**config.mk**
```make
export PLATFORM = sky130hd
export DESIGN_NAME = magnetometer_offset_and_compass_map
export DESIGN_NICKNAME = d
export VERILOG_FILES = /design/src/rtl/magcmp_pkg.sv /design/src/rtl/magnetometer_offset_and_compass_map.sv
export SDC_FILE = /design/constraint.sdc
export NUM_CORES = 2
export LEC_CHECK = 0
export ABC_AREA = 1
export BUFFER_PORTS_ARGS = -buffer_cell sky130_fd_sc_hd__buf_2
export CAP_MARGIN = 20
export CORE_MARGIN = 5
export CORE_UTILIZATION = 40
export DETAILED_ROUTE_END_ITERATION = 10
export GPL_TIMING_DRIVEN = 0
export SYNTH_ARGS = -nofsm -noshare
export SYNTH_HDL_FRONTEND = slang
export SYNTH_SLANG_ARGS = --single-unit
```
**constraint.sdc**
```tcl
create_clock -name clk -period 16.7 [get_ports clk]
set_input_delay 3.34 -clock clk [delete_from_list [all_inputs] [get_ports clk]]
set_output_delay 3.34 -clock clk [all_outputs]
set_load 0.005 [all_outputs]
```
**src/rtl/magcmp_pkg.sv**
```systemverilog
// ----------------------------------------------------------------------------
// magcmp_pkg - shared widths, register indexes and types
// Constants and types for the magnetometer offset and compass map block.
// ----------------------------------------------------------------------------
package magcmp_pkg;

	localparam int RAW_W  = 16;   // raw sample and calibration register width
	localparam int CORR_W = 17;   // corrected axis width
	localparam int POS_W  = 7;    // screen coordinate field width
	localparam int IDX_W  = 3;    // configuration index width

	// configuration register indexes
	typedef enum logic [IDX_W-1:0] {
		REG_MAX_X      = 3'd0,
		REG_MIN_X      = 3'd1,
		REG_MAX_Y      = 3'd2,
		REG_MIN_Y      = 3'd3,
		REG_MAX_Z      = 3'd4,
		REG_MIN_Z      = 3'd5,
		REG_CALIBRATED = 3'd6
	} cfg_reg_t;

	// axis numbering for per-axis arrays
	localparam int AX_X = 0;
	localparam int AX_Y = 1;
	localparam int AX_Z = 2;

endpackage

```
**src/rtl/magnetometer_offset_and_compass_map.sv**
```systemverilog
// ----------------------------------------------------------------------------
// magnetometer_offset_and_compass_map - hard-iron correction and compass dot
// Subtracts per-axis offsets from a raw sample and maps corrected x and y to
// a clamped screen position through a pipelined long division.
// ----------------------------------------------------------------------------
// Usage:
//  - Sample channel: raw_x/raw_y/raw_z with sample_valid, block drives
//    sample_stall. A request is taken when sample_valid is high and
//    sample_stall low.
//  - Result channel: corrected axes, screen_x/screen_y and divide_fault with
//    result_valid; the receiver drives result_stall.
//  - Config channel: cfg_valid/cfg_ready with cfg_index and cfg_data; always
//    ready. Write only while no sample is in flight.
//  - A sample passes through s1-s4, QW division stages and the output register,
//    where QW = clog2(SCREEN_SPAN/2 + 1) is the number of division stages (one
//    quotient bit per stage).
//  - One sample per cycle is taken back to back while sample_stall is low; each stage holds one request.
//  - When the receiver stalls, requests collapse into empty stages behind the
//    output register, so input is only stalled once every stage is full.
//  - Reset clears all stage valid bits and loads each max register with 1,
//    each min register with -1 and clears calibrated.
// ----------------------------------------------------------------------------
module magnetometer_offset_and_compass_map #(
	parameter int DEFAULT_OFFSET_X = 0,
	parameter int DEFAULT_OFFSET_Y = 0,
	parameter int DEFAULT_OFFSET_Z = 0,
	parameter int SCREEN_CENTRE    = 60,
	parameter int SCREEN_SPAN      = 100
) (
	input  logic                                 clk,
	input  logic                                 arst_n,
	// sample channel
	input  logic                                 sample_valid,
	output logic                                 sample_stall,
	input  logic signed [magcmp_pkg::RAW_W-1:0]  raw_x,
	input  logic signed [magcmp_pkg::RAW_W-1:0]  raw_y,
	input  logic signed [magcmp_pkg::RAW_W-1:0]  raw_z,
	// result channel
	output logic                                 result_valid,
	input  logic                                 result_stall,
	output logic signed [magcmp_pkg::CORR_W-1:0] corrected_x,
	output logic signed [magcmp_pkg::CORR_W-1:0] corrected_y,
	output logic signed [magcmp_pkg::CORR_W-1:0] corrected_z,
	output logic        [magcmp_pkg::POS_W-1:0]  screen_x,
	output logic        [magcmp_pkg::POS_W-1:0]  screen_y,
	output logic                                 divide_fault,
	// config channel
	input  logic                                 cfg_valid,
	output logic                                 cfg_ready,
	input  logic        [magcmp_pkg::IDX_W-1:0]  cfg_index,
	input  logic        [magcmp_pkg::RAW_W-1:0]  cfg_data
);

	localparam int RW = magcmp_pkg::RAW_W;
	localparam int CW = magcmp_pkg::CORR_W;
	localparam int H  = SCREEN_SPAN / 2;
	localparam int QW = $clog2(H + 1);                 // quotient bits / div stages
	localparam int NW = RW + QW;                       // numerator width
	localparam int PW = $clog2(SCREEN_CENTRE + H + 1) + 1;

	localparam logic signed [PW-1:0] C_S   = PW'(SCREEN_CENTRE);
	localparam logic signed [PW-1:0] LO_S  = PW'(SCREEN_CENTRE - H);
	localparam logic signed [PW-1:0] HI_S  = PW'(SCREEN_CENTRE + H);
	localparam logic        [QW-1:0] H_Q   = QW'(H);
	localparam logic        [NW-1:0] H_N   = NW'(H);

	// axis operand after sign split
	typedef struct packed {
		logic [CW-1:0] mag;    // |corrected|
		logic [RW-1:0] dmag;   // |divisor|
		logic          neg;    // position offset is negative
		logic          dz;     // divisor is zero
	} ax_t;

	// long division state
	typedef struct packed {
		logic [NW-1:0] rem;
		logic [RW-1:0] dmag;
		logic [QW-1:0] q;
		logic          neg;
		logic          dz;
		logic          sat;    // |t| >= H, clamps
	} axd_t;

	// ------------------------------------------------------------------
	// Configuration registers
	// ------------------------------------------------------------------
	logic signed [RW-1:0] max_q [3];
	logic signed [RW-1:0] min_q [3];
	logic                 calibrated_q;

	assign cfg_ready = 1'b1;

	always_ff @(posedge clk or negedge arst_n) begin
		if (!arst_n) begin
			for (int a = 0; a < 3; a++) begin
				max_q[a] <= RW'(1);
				min_q[a] <= '1;
			end
			calibrated_q <= 1'b0;
		end else if (cfg_valid && cfg_ready) begin
			case (cfg_index)
				magcmp_pkg::REG_MAX_X:      max_q[magcmp_pkg::AX_X] <= cfg_data;
				magcmp_pkg::REG_MIN_X:      min_q[magcmp_pkg::AX_X] <= cfg_data;
				magcmp_pkg::REG_MAX_Y:      max_q[magcmp_pkg::AX_Y] <= cfg_data;
				magcmp_pkg::REG_MIN_Y:      min_q[magcmp_pkg::AX_Y] <= cfg_data;
				magcmp_pkg::REG_MAX_Z:      max_q[magcmp_pkg::AX_Z] <= cfg_data;
				magcmp_pkg::REG_MIN_Z:      min_q[magcmp_pkg::AX_Z] <= cfg_data;
				magcmp_pkg::REG_CALIBRATED: calibrated_q <= cfg_data[0];
				default: ;
			endcase
		end
	end

	// ------------------------------------------------------------------
	// Pipeline registers
	// ------------------------------------------------------------------
	logic                 v_s1, v_s2, v_s3, v_s4, v_sf;
	logic signed [RW-1:0] raw_s1  [3];
	logic signed [CW-1:0] corr_s2 [3];
	logic signed [CW-1:0] corr_s3 [3];
	logic signed [CW-1:0] corr_s4 [3];
	logic signed [CW-1:0] corr_sf [3];
	ax_t                  ax_s3   [2];
	axd_t                 axd_s4  [2];
	logic signed [PW-1:0] pos_sf  [2];
	logic                 fault_sf;

	// division stages s5 .. s(4+QW), one quotient bit each
	logic                 v_sd    [QW];
	logic signed [CW-1:0] corr_sd [QW][3];
	axd_t                 axd_sd  [QW][2];

	// ------------------------------------------------------------------
	// Stage enables: a stage loads when empty or when its successor moves
	// ------------------------------------------------------------------
	logic en_s1, en_s2, en_s3, en_s4, en_sf;
	logic en_sd [QW];

	always_comb begin
		en_sf = !v_sf || !result_stall;
		en_sd[QW-1] = !v_sd[QW-1] || en_sf;
		for (int k = QW - 2; k >= 0; k--) begin
			en_sd[k] = !v_sd[k] || en_sd[k+1];
		end
		en_s4 = !v_s4 || en_sd[0];
		en_s3 = !v_s3 || en_s4;
		en_s2 = !v_s2 || en_s3;
		en_s1 = !v_s1 || en_s2;
	end

	assign sample_stall = !en_s1;

	// ------------------------------------------------------------------
	// Valid bits
	// ------------------------------------------------------------------
	always_ff @(posedge clk or negedge arst_n) begin
		if (!arst_n) begin
			v_s1 <= 1'b0;
			v_s2 <= 1'b0;
			v_s3 <= 1'b0;
			v_s4 <= 1'b0;
			v_sf <= 1'b0;
			for (int k = 0; k < QW; k++) begin
				v_sd[k] <= 1'b0;
			end
		end else begin
			if (en_s1) v_s1 <= sample_valid;
			if (en_s2) v_s2 <= v_s1;
			if (en_s3) v_s3 <= v_s2;
			if (en_s4) v_s4 <= v_s3;
			if (en_sd[0]) v_sd[0] <= v_s4;
			for (int k = 1; k < QW; k++) begin
				if (en_sd[k]) v_sd[k] <= v_sd[k-1];
			end
			if (en_sf) v_sf <= v_sd[QW-1];
		end
	end

	// ------------------------------------------------------------------
	// s1: capture raw sample
	// ------------------------------------------------------------------
	always_ff @(posedge clk) begin
		if (en_s1) begin
			raw_s1[magcmp_pkg::AX_X] <= raw_x;
			raw_s1[magcmp_pkg::AX_Y] <= raw_y;
			raw_s1[magcmp_pkg::AX_Z] <= raw_z;
		end
	end

	// ------------------------------------------------------------------
	// s2: hard-iron offset and subtraction
	// ------------------------------------------------------------------
	logic signed [RW-1:0] dflt_off [3];
	logic signed [CW-1:0] ext_sum  [3];
	logic signed [CW-1:0] mid_sum  [3];
	logic signed [RW-1:0] off      [3];
	logic signed [CW-1:0] corr_nx  [3];

	assign dflt_off[magcmp_pkg::AX_X] = RW'(DEFAULT_OFFSET_X);
	assign dflt_off[magcmp_pkg::AX_Y] = RW'(DEFAULT_OFFSET_Y);
	assign dflt_off[magcmp_pkg::AX_Z] = RW'(DEFAULT_OFFSET_Z);

	always_comb begin
		for (int a = 0; a < 3; a++) begin
			ext_sum[a] = CW'(max_q[a]) + CW'(min_q[a]);
			// halve, truncating toward zero
			mid_sum[a] = ext_sum[a] + CW'(ext_sum[a][CW-1]);
			off[a]     = calibrated_q ? mid_sum[a][CW-1:1] : dflt_off[a];
			corr_nx[a] = CW'(raw_s1[a]) - CW'(off[a]);
		end
	end

	always_ff @(posedge clk) begin
		if (en_s2) corr_s2 <= corr_nx;
	end

	// ------------------------------------------------------------------
	// s3: divisor select and magnitudes
	// axis 0 (x) drives screen_y, axis 1 (y) drives screen_x
	// ------------------------------------------------------------------
	ax_t                  ax_nx [2];
	logic signed [RW-1:0] dsel  [2];

	always_comb begin
		for (int a = 0; a < 2; a++) begin
			dsel[a]        = corr_s2[a][CW-1] ? min_q[a] : max_q[a];
			ax_nx[a].dz    = (dsel[a] == '0);
			ax_nx[a].dmag  = dsel[a][RW-1] ? RW'(-dsel[a]) : RW'(dsel[a]);
			ax_nx[a].mag   = corr_s2[a][CW-1] ? CW'(-corr_s2[a]) : CW'(corr_s2[a]);
		end
		// floor of the signed offset; sign depends only on the divisor sign
		ax_nx[0].neg = !dsel[0][RW-1];
		ax_nx[1].neg = dsel[1][RW-1];
	end

	always_ff @(posedge clk) begin
		if (en_s3) begin
			corr_s3 <= corr_s2;
			ax_s3   <= ax_nx;
		end
	end

	// ------------------------------------------------------------------
	// s4: scale numerator, saturation test
	// ------------------------------------------------------------------
	axd_t axd_nx [2];

	always_comb begin
		for (int a = 0; a < 2; a++) begin
			axd_nx[a].rem  = H_N * NW'(ax_s3[a].mag[RW-1:0]);
			axd_nx[a].dmag = ax_s3[a].dmag;
			axd_nx[a].q    = '0;
			axd_nx[a].neg  = ax_s3[a].neg;
			axd_nx[a].dz   = ax_s3[a].dz;
			axd_nx[a].sat  = (ax_s3[a].mag >= CW'(ax_s3[a].dmag));
		end
	end

	always_ff @(posedge clk) begin
		if (en_s4) begin
			corr_s4 <= corr_s3;
			axd_s4  <= axd_nx;
		end
	end

	// ------------------------------------------------------------------
	// Division stages: restoring step for quotient bit QW-1-k
	// ------------------------------------------------------------------
	for (genvar k = 0; k < QW; k++) begin : g_div
		localparam int BIT = QW - 1 - k;
		axd_t                 src  [2];
		logic signed [CW-1:0] csrc [3];
		axd_t                 nxt  [2];
		logic        [NW-1:0] sh   [2];

		if (k == 0) begin : g_first
			assign src  = axd_s4;
			assign csrc = corr_s4;
		end else begin : g_next
			assign src  = axd_sd[k-1];
			assign csrc = corr_sd[k-1];
		end

		always_comb begin
			for (int a = 0; a < 2; a++) begin
				nxt[a] = src[a];
				sh[a]  = NW'(src[a].dmag) << BIT;
				if (src[a].rem >= sh[a]) begin
					nxt[a].rem    = src[a].rem - sh[a];
					nxt[a].q[BIT] = 1'b1;
				end
			end
		end

		always_ff @(posedge clk) begin
			if (en_sd[k]) begin
				axd_sd[k]  <= nxt;
				corr_sd[k] <= csrc;
			end
		end
	end

	// ------------------------------------------------------------------
	// Final stage: rounding, clamp, fault
	// ------------------------------------------------------------------
	logic signed [PW-1:0] pos_nx [2];
	logic        [QW:0]   qr     [2];

	always_comb begin
		for (int a = 0; a < 2; a++) begin
			qr[a] = (QW+1)'(axd_sd[QW-1][a].q) + (QW+1)'(axd_sd[QW-1][a].rem != '0);
			if (axd_sd[QW-1][a].dz) begin
				pos_nx[a] = C_S;
			end else if (axd_sd[QW-1][a].sat) begin
				pos_nx[a] = axd_sd[QW-1][a].neg ? LO_S : HI_S;
			end else if (axd_sd[QW-1][a].neg) begin
				pos_nx[a] = C_S - PW'(qr[a]);
			end else begin
				pos_nx[a] = C_S + PW'(axd_sd[QW-1][a].q);
			end
		end
	end

	always_ff @(posedge clk) begin
		if (en_sf) begin
			corr_sf  <= corr_sd[QW-1];
			pos_sf   <= pos_nx;
			fault_sf <= axd_sd[QW-1][0].dz | axd_sd[QW-1][1].dz;
		end
	end

	// ------------------------------------------------------------------
	// Outputs
	// ------------------------------------------------------------------
	assign result_valid = v_sf;
	assign corrected_x  = corr_sf[magcmp_pkg::AX_X];
	assign corrected_y  = corr_sf[magcmp_pkg::AX_Y];
	assign corrected_z  = corr_sf[magcmp_pkg::AX_Z];
	assign screen_y     = pos_sf[0][magcmp_pkg::POS_W-1:0];
	assign screen_x     = pos_sf[1][magcmp_pkg::POS_W-1:0];
	assign divide_fault = fault_sf;

	// ------------------------------------------------------------------
	// Assertions
	// ------------------------------------------------------------------
	// input only stalls behind a full first stage
	a_stall_full: assert property (@(posedge clk) disable iff (!arst_n)
		sample_stall |-> v_s1)
		else $error("sample stalled with empty first stage");

	// a zero divisor leaves at least one coordinate at the centre
	a_fault_centre: assert property (@(posedge clk) disable iff (!arst_n)
		(v_sf && fault_sf) |-> (pos_sf[0] == C_S || pos_sf[1] == C_S))
		else $error("divide fault without centred coordinate");

	// positions stay inside the clamp window
	a_pos_range: assert property (@(posedge clk) disable iff (!arst_n)
		v_sf |-> (pos_sf[0] >= LO_S && pos_sf[0] <= HI_S &&
		          pos_sf[1] >= LO_S && pos_sf[1] <= HI_S))
		else $error("screen position outside clamp window");

	// the unsaturated x quotient with a nonzero divisor stays below the half span
	a_quot_bound: assert property (@(posedge clk) disable iff (!arst_n)
		(v_sd[QW-1] && !axd_sd[QW-1][0].sat && !axd_sd[QW-1][0].dz)
		|-> (axd_sd[QW-1][0].q < H_Q))
		else $error("x quotient exceeds half span");

	// result advances into an empty output stage
	a_advance: assert property (@(posedge clk) disable iff (!arst_n)
		(v_sd[QW-1] && !v_sf) |=> v_sf)
		else $error("result lost entering output stage");

endmodule
```
==> flow_summary_export.csv <==
group,metric,value,unit
outcome,status,"complete, no violations",
floorplan,die_w,421.3,µm
floorplan,core_area,168700,µm²
sta,rsz0062_at_grt,"false",
hold_path,whs_endpoint,"axd_sd[1][2]$_DFFE_PP_",
detailed_routing,first_pass_iters,6,
hold_path,hold_depth,0,
detailed_routing,drc_errors,0,
worst_setup_path,crit_type,"in2out",
global_routing,grt_pass1_wl,247.4,mm
detailed_routing,first_iter_violations,2762,
clock_tree,cts_resized,0,
hold_path,hp-start,"axd_sd[0][2]$_DFFE_PP_",
finish,area_delta_synth_final,13.16,%
worst_setup_path,worstPathRequired,13.36,ns
run,max-cap-violations,0,
sta,setup_viol,0,
floorplan,initial_core_util,0.4010,
logic_synthesis,async_flop_share,0.08238,
finish,finalCoreUtilization,0.4538,
sta,maxSlewViolCount,0,
logic_synthesis,synth_cell_types,66,
clock_tree,tritoncts,"yes",
logic_synthesis,yosys_warnings,0,
floorplan,io_pins,141,
worst_setup_path,reg2reg_setup_slack,11.36,ns
finish,drive_above_1_share,0.09714,
sta,tns,0,ns
logic_synthesis,syn_area,67660,µm²
sta,final-hold-violation-count,0,
finish,final_cells,9095,
worst_setup_path,crit_path_max_fanout,49,
global_routing,overflow,0,
clock_tree,htree_levels,4,
clock_tree,cts_hold_buf,0,
worst_setup_path,start_kind,"primary input",
sta,slew-limit-headroom,0.3157,
detailed_routing,post_drt_wl_per_cell,17.14,µm
placement,dpl.hpwl,121.9,mm
detailed_routing,ant_nets,0,
hold_path,hp-class,"reg2reg",
worst_setup_path,worstSetupEndpointType,"output pin",
sta,fmax,0.1041,GHz
worst_setup_path,path_cells,"buf_2 -> nand2_4 -> nor2_2 -> nand2_8 -> nor2_4 -> nand2_8 -> nor2_4 -> nand2_8 -> nor2_4 -> nand2_8 -> nor2_2 -> nand2_4 -> buf_16 -> inv_2 -> buf_2",
worst_setup_path,crit_arrival,6.27,ns
worst_setup_path,crit_buf_inv,4,
detailed_routing,num_vias,44710,
global_routing,antenna_found_initial,0,
logic_synthesis,syn_nets,7018,
worst_setup_path,r2r_cells,27,
finish,num-nets-final,7319,
worst_setup_path,cp_slowest_cell,"nor2_2",
floorplan,die-area,177500,µm²
global_routing,grt_use_total,0.1750,
sta,max_slew.worst_pin.slew,1.026,ns
floorplan,chipHeight,421.3,µm
detailed_routing,wl,155.9,mm
sta,fin_skew,0.03355,ns
global_routing,first_global_vias,44950,
worst_setup_path,critical_path.max_stage_delay,0.38,ns
placement,io_buffer_count,139,
logic_synthesis,synth_edf_count,1203,
placement,dp_cells,8828,
logic_synthesis,syn_inst,6458,
sta,period_needed,9.611,ns
logic_synthesis,synth_ff_type,"edfxtp_1",
logic_synthesis,syn_avg_cell_area,10.48,µm²
placement,gp_congestion,0.9225,
clock_tree,cts_buffers,147,
worst_setup_path,r2r-end,"corr_s2[16]$_DFFE_PP_",
global_routing,grt_max_degree,117,
clock_tree,path_clk_slew,0.06,ns
clock_tree,cts_setup_buffers,0,
clock_tree,cts_root_buf,"clkbuf_16",
sta,timing.final.crit_share,0.5755,
logic_synthesis,synth-seq-cells,1311,
floorplan,row_count,151,
finish,diodes,0,
clock_tree,clockBufferDepth,3,
clock_tree,clk-insertion-delay-late,0.79,ns
worst_setup_path,r2r_start,"max_q[0]$_DFFE_PN1P_",
detailed_routing,viasPerCell,4.916,
worst_setup_path,path_common_cell,"nand2_8",
logic_synthesis,ys_seq_area_frac,0.5748,
clock_tree,cts_sinks,1311,
worst_setup_path,critPathTopFamily,"simple AND/OR/NAND/NOR gates",
==> stage by stage <==
step | hold slack [ns] | setup slack (ns) | area (µm²)
2_1_floorplan | 0.4003 | 0.2443 | 67660
3_3_place_gp | 0.4026 | -4.719 | 71130
3_5_place_dp | 0.4045 | 6.963 | 71550
4_1_cts | 0.3894 | 6.956 | 76560
5_1_grt | 0.4071 | 6.782 | 76560
6_report | 0.3911 | 7.089 | 76560
==> cell families after synthesis <==
logic type / Yosys count / synth area share
AO/OA/AOI/OAI: 978 / 0.08046
AND/OR/NAND/NOR: 2414 / 0.1538
buffers and inverters: 962 / 0.05614
other: 1 / 0.00005543
multiplexers: 8 / 0.001184
XOR/XNOR: 296 / 0.03887
adder cells (fa/ha/maj): 488 / 0.09468
flip-flops: 1311 / 0.5748
==> registers in the layout, indices dropped and copies added (netlist names), 48 cells and up <==
| register | cells |
|---|---|
| axd_sd | 484 |
| raw_s1 | 48 |
| ax_s3 | 68 |
| axd_s4 | 78 |
| max_q | 48 |
| corr_s3 | 51 |
| corr_s4 | 51 |
| corr_sd | 306 |
| corr_s2 | 51 |
| min_q | 48 |
==> worst max-delay path by stage <==
stage / startpoint / cells past startpoint / end / slack [ns]
final: result_stall / 15 / sample_stall / 7.09
after global routing: result_stall / 15 / sample_stall / 6.78
after global placement: result_stall / 14 / sample_stall / -4.72
after detailed placement: result_stall / 15 / sample_stall / 6.96
after CTS: result_stall / 15 / sample_stall / 6.96
after floorplan: result_stall / 12 / sample_stall / 0.24
==> per-layer routing <==
metal | up-vias | share of wire | track usage
li1 | 22700 | - | -
met1 | 20990 | 0.45 | 0.2249
met2 | 760 | 0.49 | 0.3030
met3 | 262 | 0.033 | 0.02497
met4 | 0 | 0.034 | 0.06201
met5 | - | 0 | 0
==> cell usage in the layout (no fill, tap or decap), types with 13 or more instances in the layout <==
| master | synthesis | final |
|---|---|---|
| o21ai_2 | 30 | 30 |
| dfrtp_1 | 57 | 57 |
| nor2_2 | 15 | 15 |
| inv_1 | 882 | 877 |
| xnor2_1 | 123 | 123 |
| dfstp_2 | 51 | 51 |
| nor4_1 | 35 | 35 |
| clkinv_1 | 0 | 25 |
| o21ai_1 | 82 | 82 |
| a31oi_1 | 38 | 38 |
| nand4_1 | 67 | 67 |
| buf_2 | 17 | 156 |
| clkinv_2 | 0 | 29 |
| nand2_1 | 1399 | 1397 |
| nor3_1 | 56 | 56 |
| or2_2 | 31 | 31 |
| ha_1 | 448 | 448 |
| nand2_2 | 35 | 31 |
| clkbuf_16 | 0 | 147 |
| clkbuf_1 | 25 | 37 |
| xor2_1 | 168 | 168 |
| nand3_1 | 305 | 305 |
| edfxtp_1 | 1203 | 1203 |
| o21ai_0 | 360 | 360 |
| a21o_1 | 35 | 35 |
| buf_6 | 17 | 17 |
| a21oi_1 | 339 | 339 |
| fa_1 | 40 | 40 |
| nand2_4 | 11 | 13 |
| nor2_1 | 386 | 386 |
| bufinv_16 | 0 | 16 |
==> synth_stat cells (all sizes together), types with 7 or more instances <==
cell type	number	area, µm²
nand3	317	1647
buf	43	344.1
edfxtp	1203	36120
dfrtp	57	1426
o21a	12	90.09
nor3	57	290.3
o211ai	13	102.6
inv	894	3361
o21bai	14	112.6
a21boi	15	120.1
nand4	69	444.2
nand2	1445	5594
xor2	173	1553
xnor2	123	1077
nor2	412	1667
clkbuf	25	93.84
a31oi	38	237.7
and2	12	77.58
a21o	35	262.8
a41oi	8	85.08
dfstp	51	1340
mux2i	8	80.08
a21oi	346	1758
ha	448	5605
nor4	39	269.0
nand3b	11	82.58
or2	38	237.7
fa	40	800.8
a211oi	7	52.55
o31ai	8	60.06
o21ai	472	2475
==> layout make-up <==
type	count	area (µm²)
sequential	1311	38890
multi-input combinational	4185	25040
clock buffer	166	3820
timing repair buffer	152	1026
fill	15590	92150
buffer	68	437.9
tap	2218	2775
inverter	894	3381
clock inverter	101	1191
Power is left out: the tool's default activity adds up to more than one toggle a clock period on the data nets, which glitch-free logic cannot reach.
